## src/rtl/sync_clock_multiplier_macros.svh

```systemverilog
// Assertion macros shared by the sync clock multiplier RTL.
// Each macro expects signals named clk and rst in the including module.
`ifndef SYNC_CLOCK_MULTIPLIER_MACROS_SVH
`define SYNC_CLOCK_MULTIPLIER_MACROS_SVH

// The consequent must hold in the same cycle as the antecedent.
`define SCM_ASSERT_SAME(lbl, ante, cons, msg) \
  lbl: assert property (@(posedge clk) disable iff (rst) (ante) |-> (cons)) \
    else $error(msg);

// The consequent must hold in the cycle after the antecedent.
`define SCM_ASSERT_NEXT(lbl, ante, cons, msg) \
  lbl: assert property (@(posedge clk) disable iff (rst) (ante) |=> (cons)) \
    else $error(msg);

`endif

```

## src/rtl/scm_pkg.sv

```systemverilog
// Package for the sync clock multiplier: widths, register indexes,
// shared structs and time helper functions. Depends on nothing.
`default_nettype none

package scm_pkg;

  localparam int TIME_W       = 64;
  localparam int STAMP_W      = 32;
  localparam int PULSE_DEB_W  = 16;
  localparam int DETECT_DEB_W = 20;
  localparam int CFG_DATA_W   = 20;
  localparam int CFG_IDX_W    = 2;

  localparam logic [CFG_IDX_W-1:0] CFG_PULSE_DEBOUNCE  = 2'd0;
  localparam logic [CFG_IDX_W-1:0] CFG_DETECT_DEBOUNCE = 2'd1;

  localparam logic [PULSE_DEB_W-1:0]  PULSE_DEB_RESET  = 16'd1000;
  localparam logic [DETECT_DEB_W-1:0] DETECT_DEB_RESET = 20'd50000;

  // Period divider works on 16-bit digits, each with a quotient step and a remainder step.
  localparam int DIGIT_W   = 16;
  localparam int N_DIGITS  = TIME_W / DIGIT_W;
  localparam int STEP_W    = $clog2(2 * N_DIGITS);
  localparam logic [STEP_W-1:0] LAST_STEP = STEP_W'(2 * N_DIGITS - 1);

  typedef struct packed {
    logic               valid;
    logic               physical;
    logic [STAMP_W-1:0] time_us;
  } tick_t;

  typedef struct packed {
    logic busy;
    logic done;
  } div_status_t;

  function automatic logic [TIME_W-1:0] elapsed(input logic [TIME_W-1:0] from_t,
                                                input logic [TIME_W-1:0] to_t);
    return (to_t >= from_t) ? (to_t - from_t) : '0;
  endfunction

  function automatic logic [TIME_W-1:0] sat_add(input logic [TIME_W-1:0] a,
                                                input logic [TIME_W-1:0] b);
    logic [TIME_W:0] s;
    s = {1'b0, a} + {1'b0, b};
    return s[TIME_W] ? '1 : s[TIME_W-1:0];
  endfunction

endpackage

`default_nettype wire

```

## src/rtl/scm_channels_if.sv

```systemverilog
// Valid/ready channel interfaces for polls and results.
// Depends on scm_pkg for the field widths.
`default_nettype none

interface scm_poll_if;
  logic                       valid;
  logic                       ready;
  logic [scm_pkg::TIME_W-1:0] now_us;
  logic                       sync_level;
  logic                       detect_level;

  modport source (output valid, output now_us, output sync_level,
                  output detect_level, input ready);
  modport sink   (input valid, input now_us, input sync_level,
                  input detect_level, output ready);
endinterface

interface scm_result_if;
  logic                        valid;
  logic                        ready;
  logic                        tick_valid;
  logic                        tick_physical;
  logic [scm_pkg::STAMP_W-1:0] tick_time_us;
  logic                        cable_connected;

  modport source (output valid, output tick_valid, output tick_physical,
                  output tick_time_us, output cable_connected, input ready);
  modport sink   (input valid, input tick_valid, input tick_physical,
                  input tick_time_us, input cable_connected, output ready);
endinterface

`default_nettype wire

```

## src/rtl/scm_divider.sv

```systemverilog
// Divides a 64-bit period by the constant multiplier, one 16-bit digit
// at a time, using a reciprocal multiply. Depends on scm_pkg.
`default_nettype none

module scm_divider #(
  parameter int MULTIPLIER = 12
) (
  input  wire logic                       clk,
  input  wire logic                       rst,
  input  wire logic                       start,
  input  wire logic [scm_pkg::TIME_W-1:0] dividend,
  output scm_pkg::div_status_t            status,
  output logic      [scm_pkg::TIME_W-1:0] quotient
);

  `include "sync_clock_multiplier_macros.svh"

  localparam int REM_W = $clog2(MULTIPLIER);
  localparam int V_W   = REM_W + scm_pkg::DIGIT_W;
  localparam int SHIFT = V_W + REM_W;
  localparam logic [SHIFT-1:0] RECIP =
    SHIFT'(((64'd1 << SHIFT) + MULTIPLIER - 1) / MULTIPLIER);

  logic                              busy;
  logic                              done;
  logic [scm_pkg::STEP_W-1:0]        step;
  logic [scm_pkg::TIME_W-1:0]        dvd;
  logic [REM_W-1:0]                  rem;
  logic [V_W-1:0]                    part;
  logic [scm_pkg::DIGIT_W-1:0]       qdigit;

  logic [V_W-1:0]                    part_next;
  logic [V_W+SHIFT-1:0]              prod;
  logic [V_W-1:0]                    back;
  logic [V_W-1:0]                    rem_full;

  assign part_next = {rem, dvd[scm_pkg::TIME_W-1 -: scm_pkg::DIGIT_W]};
  assign prod      = {{SHIFT{1'b0}}, part_next} * {{V_W{1'b0}}, RECIP};
  assign back      = {{REM_W{1'b0}}, qdigit} * V_W'(MULTIPLIER);
  assign rem_full  = part - back;

  always_ff @(posedge clk) begin
    if (rst) begin
      busy <= 1'b0;
      done <= 1'b0;
      step <= '0;
    end else begin
      done <= 1'b0;
      if (start) begin
        busy <= 1'b1;
        step <= '0;
      end else if (busy) begin
        step <= step + 1'b1;
        if (step == scm_pkg::LAST_STEP) begin
          busy <= 1'b0;
          done <= 1'b1;
        end
      end
    end
  end

  always_ff @(posedge clk) begin
    if (start) begin
      dvd      <= dividend;
      rem      <= '0;
      quotient <= '0;
    end else if (busy) begin
      if (!step[0]) begin
        part   <= part_next;
        qdigit <= prod[SHIFT +: scm_pkg::DIGIT_W];
      end else begin
        rem      <= rem_full[REM_W-1:0];
        quotient <= {quotient[scm_pkg::TIME_W-scm_pkg::DIGIT_W-1:0], qdigit};
        dvd      <= {dvd[scm_pkg::TIME_W-scm_pkg::DIGIT_W-1:0],
                     {scm_pkg::DIGIT_W{1'b0}}};
      end
    end
  end

  assign status.busy = busy;
  assign status.done = done;

  `SCM_ASSERT_SAME(a_start_idle, start, !busy && !done, "divider started while in use")
  `SCM_ASSERT_NEXT(a_done_after_last, busy && step == scm_pkg::LAST_STEP, done && !busy, "divider missed its last digit")

endmodule

`default_nettype wire

```

## src/rtl/scm_detect.sv

```systemverilog
// Cable-detect debounce: a level is taken once it has been stable for
// longer than the configured time. Depends on scm_pkg.
`default_nettype none

module scm_detect (
  input  wire logic                             clk,
  input  wire logic                             rst,
  input  wire logic                             step,
  input  wire logic [scm_pkg::TIME_W-1:0]       now_us,
  input  wire logic                             detect_level,
  input  wire logic [scm_pkg::DETECT_DEB_W-1:0] detect_settle_us,
  output logic                                  cable_connected
);

  logic                       prev_raw;
  logic [scm_pkg::TIME_W-1:0] change_time;
  logic                       change_valid;
  logic                       stable;

  logic [scm_pkg::TIME_W-1:0] change_time_next;
  logic                       stable_next;

  always_comb begin
    change_time_next = (!change_valid || detect_level != prev_raw) ? now_us : change_time;
    stable_next      = stable;
    if (scm_pkg::elapsed(change_time_next, now_us) >
        {{(scm_pkg::TIME_W-scm_pkg::DETECT_DEB_W){1'b0}}, detect_settle_us}) begin
      stable_next = detect_level;
    end
  end

  always_ff @(posedge clk) begin
    if (rst) begin
      prev_raw     <= 1'b1;
      change_time  <= '0;
      change_valid <= 1'b0;
      stable       <= 1'b1;
    end else if (step) begin
      prev_raw     <= detect_level;
      change_time  <= change_time_next;
      change_valid <= 1'b1;
      stable       <= stable_next;
    end
  end

  assign cable_connected = !stable_next;

endmodule

`default_nettype wire

```

## src/rtl/scm_tick.sv

```systemverilog
// Sync-edge debounce, period measurement and interpolated tick schedule.
// Depends on scm_pkg and scm_divider.
`default_nettype none

module scm_tick #(
  parameter int MULTIPLIER = 12
) (
  input  wire logic                            clk,
  input  wire logic                            rst,
  input  wire logic                            step,
  input  wire logic [scm_pkg::TIME_W-1:0]      now_us,
  input  wire logic                            sync_level,
  input  wire logic [scm_pkg::PULSE_DEB_W-1:0] pulse_low_us,
  output scm_pkg::tick_t                       tick,
  output logic                                 busy
);

  `include "sync_clock_multiplier_macros.svh"

  localparam int CNT_W = $clog2(MULTIPLIER);
  localparam logic [CNT_W-1:0] LAST_COUNT = CNT_W'(MULTIPLIER - 1);

  logic                       wait_low_mode;
  logic [scm_pkg::TIME_W-1:0] low_start_time;
  logic                       low_start_valid;
  logic [scm_pkg::TIME_W-1:0] last_edge_time;
  logic                       last_edge_valid;
  logic [scm_pkg::TIME_W-1:0] tick_interval;
  logic [CNT_W-1:0]           interp_count;
  logic [scm_pkg::TIME_W-1:0] next_tick_time;
  logic                       next_tick_valid;

  logic                       wait_low_mode_next;
  logic [scm_pkg::TIME_W-1:0] low_start_time_next;
  logic                       low_start_valid_next;
  logic [CNT_W-1:0]           interp_count_next;
  logic [scm_pkg::TIME_W-1:0] next_tick_time_next;
  logic                       next_tick_valid_next;
  logic [CNT_W-1:0]           count_inc;
  logic                       phys;
  logic                       interp_hit;

  logic                       div_start;
  scm_pkg::div_status_t       div_status;
  logic [scm_pkg::TIME_W-1:0] div_quotient;

  scm_divider #(.MULTIPLIER(MULTIPLIER)) u_divider (
    .clk      (clk),
    .rst      (rst),
    .start    (div_start),
    .dividend (scm_pkg::elapsed(last_edge_time, now_us)),
    .status   (div_status),
    .quotient (div_quotient)
  );

  assign busy      = div_status.busy || div_status.done;
  assign phys      = !wait_low_mode && sync_level;
  assign div_start = step && phys && last_edge_valid;
  assign count_inc = interp_count + 1'b1;
  assign interp_hit = !phys && next_tick_valid && interp_count < LAST_COUNT &&
                      now_us >= next_tick_time;

  always_comb begin
    wait_low_mode_next   = wait_low_mode;
    low_start_time_next  = low_start_time;
    low_start_valid_next = low_start_valid;
    interp_count_next    = interp_count;
    next_tick_time_next  = next_tick_time;
    next_tick_valid_next = next_tick_valid;

    if (!wait_low_mode) begin
      if (sync_level) begin
        // The new schedule is set when the divider returns the interval.
        wait_low_mode_next   = 1'b1;
        low_start_valid_next = 1'b0;
        if (!last_edge_valid) begin
          next_tick_valid_next = 1'b0;
        end
      end
    end else if (!sync_level) begin
      if (!low_start_valid) begin
        low_start_time_next  = now_us;
        low_start_valid_next = 1'b1;
      end
      if (scm_pkg::elapsed(low_start_time_next, now_us) >
          {{(scm_pkg::TIME_W-scm_pkg::PULSE_DEB_W){1'b0}}, pulse_low_us}) begin
        wait_low_mode_next = 1'b0;
      end
    end else begin
      low_start_valid_next = 1'b0;
    end

    if (interp_hit) begin
      interp_count_next = count_inc;
      if (count_inc < LAST_COUNT && tick_interval != '0) begin
        next_tick_time_next = scm_pkg::sat_add(next_tick_time, tick_interval);
      end else begin
        next_tick_valid_next = 1'b0;
      end
    end

    tick.valid    = phys || interp_hit;
    tick.physical = phys;
    tick.time_us  = phys ? now_us[scm_pkg::STAMP_W-1:0] :
                    interp_hit ? next_tick_time[scm_pkg::STAMP_W-1:0] : '0;
  end

  always_ff @(posedge clk) begin
    if (rst) begin
      wait_low_mode   <= 1'b1;
      low_start_time  <= '0;
      low_start_valid <= 1'b0;
      last_edge_time  <= '0;
      last_edge_valid <= 1'b0;
      tick_interval   <= '0;
      interp_count    <= '0;
      next_tick_time  <= '0;
      next_tick_valid <= 1'b0;
    end else if (step) begin
      wait_low_mode   <= wait_low_mode_next;
      low_start_time  <= low_start_time_next;
      low_start_valid <= low_start_valid_next;
      interp_count    <= interp_count_next;
      next_tick_time  <= next_tick_time_next;
      next_tick_valid <= next_tick_valid_next;
      if (phys) begin
        last_edge_time  <= now_us;
        last_edge_valid <= 1'b1;
      end
    end else if (div_status.done) begin
      tick_interval <= div_quotient;
      if (div_quotient != '0) begin
        interp_count    <= '0;
        next_tick_time  <= scm_pkg::sat_add(last_edge_time, div_quotient);
        next_tick_valid <= 1'b1;
      end else begin
        next_tick_valid <= 1'b0;
      end
    end
  end

  `SCM_ASSERT_SAME(a_no_poll_while_dividing, step, !div_status.busy && !div_status.done, "poll taken while the period divide is open")
  `SCM_ASSERT_NEXT(a_edge_rearms_debounce, step && phys, wait_low_mode && !low_start_valid, "physical edge did not rearm the debounce")

endmodule

`default_nettype wire

```

## src/rtl/sync_clock_multiplier.sv

```systemverilog
// Channel     Dir  Handshake      Contents
// poll        in   valid/ready    now_us, sync_level, detect_level
// result      out  valid/ready    tick_valid, tick_physical, tick_time_us, cable_connected
// cfg         in   cfg_we         cfg_index, cfg_data
//
// One poll per cycle unless the result or the divider stalls; the poll is registered in
// the input register and its result in the output register. A physical edge after an
// earlier one holds the next poll while the divider works through four 16-bit digits.
// Reset is synchronous; there is no clearing pass.
// A stalled result holds in its register while one more poll waits in the input register.
// Top level of the sync clock multiplier; depends on scm_pkg, the channel
// interfaces, scm_tick and scm_detect.
`default_nettype none

module sync_clock_multiplier #(
  parameter int MULTIPLIER = 12
) (
  input  wire logic                              clk,
  input  wire logic                              rst,
  scm_poll_if.sink                               poll,
  scm_result_if.source                           result,
  input  wire logic                              cfg_we,
  input  wire logic [scm_pkg::CFG_IDX_W-1:0]     cfg_index,
  input  wire logic [scm_pkg::CFG_DATA_W-1:0]    cfg_data
);

  logic [scm_pkg::PULSE_DEB_W-1:0]  pulse_low_us;
  logic [scm_pkg::DETECT_DEB_W-1:0] detect_settle_us;

  logic                       s_valid;
  logic [scm_pkg::TIME_W-1:0] s_now_us;
  logic                       s_sync_level;
  logic                       s_detect_level;

  logic                       o_valid;
  scm_pkg::tick_t             o_tick;
  logic                       o_cable_connected;

  logic                       advance;
  logic                       tick_busy;
  scm_pkg::tick_t             tick;
  logic                       cable_connected;

  assign advance    = s_valid && !tick_busy && (!o_valid || result.ready);
  assign poll.ready = !s_valid || advance;

  always_ff @(posedge clk) begin
    if (rst) begin
      pulse_low_us     <= scm_pkg::PULSE_DEB_RESET;
      detect_settle_us <= scm_pkg::DETECT_DEB_RESET;
    end else if (cfg_we) begin
      unique case (cfg_index)
        scm_pkg::CFG_PULSE_DEBOUNCE: begin
          pulse_low_us <= cfg_data[scm_pkg::PULSE_DEB_W-1:0];
        end
        scm_pkg::CFG_DETECT_DEBOUNCE: begin
          detect_settle_us <= cfg_data[scm_pkg::DETECT_DEB_W-1:0];
        end
        default: begin
        end
      endcase
    end
  end

  always_ff @(posedge clk) begin
    if (rst) begin
      s_valid <= 1'b0;
      o_valid <= 1'b0;
    end else begin
      if (poll.valid && poll.ready) begin
        s_valid <= 1'b1;
      end else if (advance) begin
        s_valid <= 1'b0;
      end
      if (advance) begin
        o_valid <= 1'b1;
      end else if (result.ready) begin
        o_valid <= 1'b0;
      end
    end
  end

  always_ff @(posedge clk) begin
    if (poll.valid && poll.ready) begin
      s_now_us       <= poll.now_us;
      s_sync_level   <= poll.sync_level;
      s_detect_level <= poll.detect_level;
    end
    if (advance) begin
      o_tick            <= tick;
      o_cable_connected <= cable_connected;
    end
  end

  scm_tick #(.MULTIPLIER(MULTIPLIER)) u_tick (
    .clk          (clk),
    .rst          (rst),
    .step         (advance),
    .now_us       (s_now_us),
    .sync_level   (s_sync_level),
    .pulse_low_us (pulse_low_us),
    .tick         (tick),
    .busy         (tick_busy)
  );

  scm_detect u_detect (
    .clk              (clk),
    .rst              (rst),
    .step             (advance),
    .now_us           (s_now_us),
    .detect_level     (s_detect_level),
    .detect_settle_us (detect_settle_us),
    .cable_connected  (cable_connected)
  );

  assign result.valid           = o_valid;
  assign result.tick_valid      = o_tick.valid;
  assign result.tick_physical   = o_tick.physical;
  assign result.tick_time_us    = o_tick.time_us;
  assign result.cable_connected = o_cable_connected;

endmodule

`default_nettype wire
```

## src/flat_wrapper.sv

```systemverilog
// flat-port wrapper written by rule: the top's interface ports become plain ports
module sync_clock_multiplier_flat 
#(
  parameter int MULTIPLIER = 12
)
  (clk, rst, cfg_we, cfg_index, cfg_data, poll_valid, poll_now_us, poll_sync_level, poll_detect_level, poll_ready, result_valid, result_tick_valid, result_tick_physical, result_tick_time_us, result_cable_connected, result_ready);
  scm_poll_if poll_i ();
  scm_result_if result_i ();
  input  wire logic clk;
  input  wire logic rst;
  input  wire logic cfg_we;
  input  wire logic [scm_pkg::CFG_IDX_W-1:0] cfg_index;
  input  wire logic [scm_pkg::CFG_DATA_W-1:0] cfg_data;
  input wire logic [$bits(poll_i.valid)-1:0] poll_valid;
  input wire logic [$bits(poll_i.now_us)-1:0] poll_now_us;
  input wire logic [$bits(poll_i.sync_level)-1:0] poll_sync_level;
  input wire logic [$bits(poll_i.detect_level)-1:0] poll_detect_level;
  output wire logic [$bits(poll_i.ready)-1:0] poll_ready;
  output wire logic [$bits(result_i.valid)-1:0] result_valid;
  output wire logic [$bits(result_i.tick_valid)-1:0] result_tick_valid;
  output wire logic [$bits(result_i.tick_physical)-1:0] result_tick_physical;
  output wire logic [$bits(result_i.tick_time_us)-1:0] result_tick_time_us;
  output wire logic [$bits(result_i.cable_connected)-1:0] result_cable_connected;
  input wire logic [$bits(result_i.ready)-1:0] result_ready;
  assign poll_i.valid = poll_valid;
  assign poll_i.now_us = poll_now_us;
  assign poll_i.sync_level = poll_sync_level;
  assign poll_i.detect_level = poll_detect_level;
  assign poll_ready = poll_i.ready;
  assign result_valid = result_i.valid;
  assign result_tick_valid = result_i.tick_valid;
  assign result_tick_physical = result_i.tick_physical;
  assign result_tick_time_us = result_i.tick_time_us;
  assign result_cable_connected = result_i.cable_connected;
  assign result_i.ready = result_ready;
  sync_clock_multiplier #(.MULTIPLIER(MULTIPLIER)) u_core (.clk(clk), .rst(rst), .poll(poll_i), .result(result_i), .cfg_we(cfg_we), .cfg_index(cfg_index), .cfg_data(cfg_data));
endmodule
```

## config.mk

```make
export PLATFORM = sky130hd
export DESIGN_NAME = sync_clock_multiplier_flat
export DESIGN_NICKNAME = d
export VERILOG_FILES = /design/src/rtl/scm_pkg.sv /design/src/rtl/scm_channels_if.sv /design/src/rtl/scm_divider.sv /design/src/rtl/scm_detect.sv /design/src/rtl/scm_tick.sv /design/src/rtl/sync_clock_multiplier.sv /design/src/flat_wrapper.sv
export VERILOG_INCLUDE_DIRS = /design/src /design/src/rtl
export SDC_FILE = /design/constraint.sdc
export NUM_CORES = 2
export LEC_CHECK = 0
export BUFFER_PORTS_ARGS = -buffer_cell sky130_fd_sc_hd__clkbuf_2
export CORE_MARGIN = 3
export CORE_UTILIZATION = 35
export CTS_CLUSTER_DIAMETER = 200
export CTS_CLUSTER_SIZE = 12
export DETAILED_ROUTE_END_ITERATION = 16
export SYNTH_ARGS = -nofsm -noshare
export SYNTH_HDL_FRONTEND = slang
export SYNTH_SLANG_ARGS = --single-unit
```

## constraint.sdc

```tcl
create_clock -name clk -period 8.6 [get_ports clk]
set_clock_uncertainty 0.1 [all_clocks]
set_input_delay 1.29 -clock clk [delete_from_list [all_inputs] [get_ports clk]]
set_output_delay 1.29 -clock clk [all_outputs]
set_load 0.01 [all_outputs]
```

# After elaboration in Yosys (flattened, before gate mapping)
# Cells that the tools add are included.
# word_totals
ff_bits	627
inputBits	93
out_inout_bits	37
wordCells	152
# op_classes
addsub	8
multipliers	2
n_lt_le_gt_ge	8
n_eq_ne	5
n_mux	47
n_bitwise	5
n_reduce_logical	45
# op_table
operator	n
$mux 64	17
$ge 64x64->1	4
$sub 64x64->64	3
$add 64x64->65	2
$reduce_bool 64->1	2
$gt 64x16->1	1
$gt 64x20->1	1
$mux 32	2
$mul 20x20->39 const B	1
$mux 1	24
$mul 16x2->2 const B	1
$mux 4	4
$reduce_and 2->1	7
$reduce_bool 2->1	7
$logic_and 1x1->1	10
$reduce_and 3->1	3
$lt 4x4->1 const B	2
$logic_not 1->1	7
$logic_or 1x1->1	5
$not 1->1	5
$add 4x1->4 const B	1
$ne 2x2->1 const B	2
$reduce_and 4->1	1
$sub 4x4->4	1
7 further kinds	7

# Longest topological paths before layout
# logic_depth
ltp_word	9
mapped_depth	33
ltp_nobuf	30

# Cells and area by module
# A second synthesis with hierarchy kept.
# hier_totals
hier_cells	6534
area_unflattened_um2	53530.1
# by_module_without_submodules
mod	instances	cells_per_inst	area_each_um2
scm_tick	1	4007	28617.4
scm_divider	1	1168	12553.3
scm_detect	1	1091	7897.6
sync_clock_multiplier	1	268	4461.8

# Worst setup path after synthesis
# OpenSTA, ideal clock, no wires.
# synth_path
path_kind	register to register
start	register u_core.s_detect_level
end	register u_core.o_cable_connected (netlist: u_core.result.cable_connected), data pin
setup_ps	263
t_arrival_ps	6687
slack_ps	1549
path_stages_with_launch	32
n_path_buf	4
cell_sequence	edfxtp_1 -> xnor2_1 -> nand2_1 -> clkbuf_1 -> clkbuf_1 -> mux2i_1 -> ha_1 -> clkbuf_1 -> nand3_1 -> nor2_1 -> a211oi_1 -> a21oi_1 -> nor2_1 -> a21oi_1 -> o21ai_0 -> a31oi_1 -> a211oi_1 -> clkbuf_1 -> nor2_1 -> ha_1 -> a21oi_1 -> o21ai_0 -> a2111o_1 -> o211ai_1 -> o2111ai_1 -> nor4bb_1 -> nand4_1 -> or4_1 -> nor4_1 -> nand2_1 -> nand2_1 -> mux2i_1
# synth_via
elab_chain_len	8
# synth_lines
item	line_no	source
start, declared	sync_clock_multiplier.sv:33	logic s_detect_level;
start signal, assigned	sync_clock_multiplier.sv:87	s_detect_level <= poll.detect_level;
$ne 1x1->1	scm_detect.sv:24	change_time_next = (!change_valid || detect_level != prev_raw) ? now_us : change_time;
$logic_or 1x1->1	scm_detect.sv:24	
$mux 64	scm_detect.sv:24	
$sub 64x64->64 / $ge 64x64->1 (equally long branches)	scm_pkg.sv:39	return (to_t >= from_t) ? (to_t - from_t) : '0;
$mux 64	scm_pkg.sv:39	
$gt 64x20->1	scm_detect.sv:26	if (scm_pkg::elapsed(change_time_next, now_us) >
$mux 1 *	scm_detect.sv:26	
$logic_not 1->1 *	scm_detect.sv:46	assign cable_connected = !stable_next;
via u_core.cable_connected	sync_clock_multiplier.sv:42	logic cable_connected;
end signal, assigned	sync_clock_multiplier.sv:91	o_cable_connected <= cable_connected;
end, declared	sync_clock_multiplier.sv:37	logic o_cable_connected;
# The timed path passes the listed nets; every way through them passes the cells marked *.
# A chain may end at the register's enable or synchronous reset.

# Worst setup path in the final report
# Ends and elaborated chain as after synthesis.

==> results.cfg <==
[finish]
stdcell_area_um2 = 56520
area_growth_pct = 7.959
nets = 6998
final_common_cell = nand2_1
drive_gt1_frac = 0.05232
multiInputGateArea_um2 = 34960
fillCellCount = 15140
regArea_um2 = 14410
final_cell_mix = nand2_1, ha_1, a21oi_1

[flow_run]
cap_violations = 0

[critical_path]
reg2regPathDepth = 29
worstPathRequired_ns = 9.02
crit_fanout = 34
cp-endpoint = u_core.result.cable_connected
critPathLaunchType = flip-flop
cp-end-kind = flip-flop
rrSetupSlack_ns = 0.88
crit_type = reg2reg
arrival_ns = 8.14
timing.rr.start = u_core.s_detect_level
cp_common_cell = a21oi_1
startpoint = u_core.s_detect_level
critPathSlowestCell = a211oi_1
cpPeakStageDelay_ns = 0.64
reg2reg_to = u_core.result.cable_connected

[sta]
fin_ws_ns = 0.8752
hold_violations = 0
setup_viol = 0
drv_slew = 0
relSlewSlack = 0.1642
tns_ns = 0
worst_pin_slew_ns = 1.248
rsz0062_at_grt = false
timing.final.crit_share = 0.8982
timing.fmax_mhz = 129.5
fin_crit_ns = 7.725

[global_routing]
grt_max_degree = 110
antenna_found_initial = 4
track_usage = 0.2274
grt_pass1_vias = 44700
grt_use_met1 = 0.3083
top_usage_layer = met2
grt_pass1_wl_um = 272500
grt_overflow = 0
met2_usage = 0.3753
grtUsageMet3 = 0.02506

[outcome]
status = finished clean

[detailed_routing]
drc = 0
routed_wl_um = 179900
avgViaCountPerCell = 5.713
wl_per_cell_um = 22.15
vias = 46410
ant_nets = 0
drtIter0Drc = 4018
dr.pass1.iters = 8

[die]
die_h_um = 392.7
row_count = 141
initial_utilization = 0.3533
fp.dieW_um = 392.7
dieArea_um2 = 154200
pin_count = 130
coreArea_um2 = 148200

[synthesis]
syn_inst = 6201
synth-edff-count = 185
yosys_warnings = 0
postSynth.asyncResetShare = 0
netlist_area_um2 = 52350
yosysSeqAreaShare = 0.2751
synth_nets = 7043
synth_ff_type = dfxtp_1
avgSynthCellArea_um2 = 8.442
synthDistinctLibCells = 95
yosys_register_bits = 627

[clocking]
cts-htree-levels = 2
clockRootBuffer = clkbuf_16
cts_tree = built
cts-buffers-inserted = 58
cts_resized = 0
clk_latency_ns = 0.69
clkSinkCount = 627
clkSlewWorstSetupHoldPaths_ns = 0.07
cts_setup_buffers = 0
holdBufCountCts = 0
clk_path_buf_depth = 3

[worst_hold_path]
hold_class = reg2reg

[placed_design]
dp_hpwl_um = 142500
place_area_um2 = 54870
post-place-ws_ns = 0.8791
gp_congestion = 0.9845
port_buffers = 129

[power]
p_total_w = 0.009593
power.leakage_nw = 23.61
peakVddDrop_mv = 0.1613
power_density_nw_per_um2 = 169.7
==> cell usage after synthesis (26+ instances only) <==
cell | instances | area share
ha_1 | 605 | 0.14
and2_1 | 32 | 0.0038
inv_1 | 512 | 0.037
o211ai_1 | 47 | 0.0067
fa_1 | 144 | 0.055
nor4_1 | 57 | 0.0068
a221oi_1 | 26 | 0.0044
dfxtp_1 | 442 | 0.17
o21ai_0 | 213 | 0.020
nand2_1 | 639 | 0.046
o21a_1 | 64 | 0.0092
nor2_1 | 448 | 0.032
xor2_1 | 84 | 0.014
nand3_1 | 102 | 0.0098
clkbuf_1 | 255 | 0.018
a22o_1 | 81 | 0.014
nor3_1 | 88 | 0.0084
o21ai_1 | 26 | 0.0025
a21o_1 | 202 | 0.029
nor2b_1 | 64 | 0.0076
nand2b_1 | 57 | 0.0068
and3_1 | 49 | 0.0059
a211oi_1 | 178 | 0.026
nand4_1 | 107 | 0.013
o221ai_1 | 57 | 0.0095
a31oi_1 | 49 | 0.0059
o31ai_1 | 34 | 0.0049
a21oi_1 | 586 | 0.056
edfxtp_1 | 185 | 0.11
mux2i_1 | 213 | 0.041
o21bai_1 | 48 | 0.0069
xnor2_1 | 166 | 0.028
==> per-stage QoR <==
stage | util | hold WS [ns] | instances
global placement | 0.3702 | 0.3431 | 8026
global route | 0.3813 | 0.3771 | 8123
floorplan | - | 0.3338 | 6201
detailed placement | 0.3702 | 0.3492 | 8026
CTS | 0.3813 | 0.3582 | 8123
finish | 0.3814 | 0.3547 | 8124
==> power breakdown <==
part | total (W) | internal [W] | switching, W
registers | 0.00346 | 0.00325 | 0.000213
clock network | 0.00251 | 0.00127 | 0.00124
logic | 0.00361 | 0.00143 | 0.00218
==> logic make-up (layout without fill, tap and decap cells) <==
group / Yosys count / count (layout) / share of synthesized area
compound gates: 1800 / 1800 / 0.2276
simple gates: 1748 / 1748 / 0.1552
buf+inv: 810 / 802 / 0.05894
fa+ha+maj: 749 / 749 / 0.1997
flops: 627 / 627 / 0.2752
xor+xnor: 250 / 250 / 0.04183
mux: 217 / 217 / 0.04159
other cells: 0 / 1 / 0
==> flip-flops by register name, indices dropped and copies added (netlist names), 3 cells and up, named ones only <==
| register | count |
|---|---|
| u_core.s_now_us | 64 |
| u_core.u_detect.change_time | 64 |
| u_core.u_tick.last_edge_time | 64 |
| u_core.u_tick.low_start_time | 64 |
| u_core.u_tick.next_tick_time | 64 |
| u_core.u_tick.tick_interval | 64 |
| u_core.u_tick.u_divider.dvd | 64 |
| u_core.u_tick.u_divider.quotient | 64 |
| u_core.result.tick_time_us | 32 |
| u_core.detect_settle_us | 20 |
| u_core.pulse_low_us | 16 |
| u_core.u_tick.u_divider.qdigit | 16 |
| u_core.u_tick.interp_count | 4 |
| u_core.u_tick.u_divider.part | 4 |
| u_core.u_tick.u_divider.rem | 4 |
| u_core.u_tick.u_divider.step | 3 |
==> worst min path at each step <==
stage,start,to,cells after the start
floorplan,u_core.u_detect.change_time[0],u_core.u_detect.change_time[0],2
global placement,u_core.u_detect.change_time[0],u_core.u_detect.change_time[0],2
detailed placement,u_core.detect_settle_us[10],u_core.detect_settle_us[10],2
CTS,u_core.detect_settle_us[11],u_core.detect_settle_us[11],2
global route,u_core.detect_settle_us[1],u_core.detect_settle_us[1],2
finish,u_core.detect_settle_us[10],u_core.detect_settle_us[10],2
==> area by class of cell <==
class / instances / share of cell area
timing repair buffer: 191 / 0.02028
multi-input combinational: 4764 / 0.6186
inverter: 514 / 0.03423
clock buffer: 94 / 0.02845
clock inverter: 3 / 0.0007084
antenna: 1 / 0.00004428
tap: 1930 / 0.04273
sequential: 627 / 0.2550
==> worst max-delay path: cells and delay by family, from the launching register on <==
family                   cells  cell delay, ns
multiplexers                 2            0.50
adder cells (fa/ha/maj)      2            0.64
XOR/XNOR                     1            0.17
AO/OA/AOI/OAI               13            3.01
AND/OR/NAND/NOR              9            2.14
flip-flops                   1            0.48
buffers and inverters        2            0.45
==> metal layers <==
metal  up-vias  routed length [um]
met3       278               10590
met2      1425               82320
met5         -                   0
met4         0                6648
met1     22340               80360
li1      22370                   -
(Power assumes the default switching activity.)
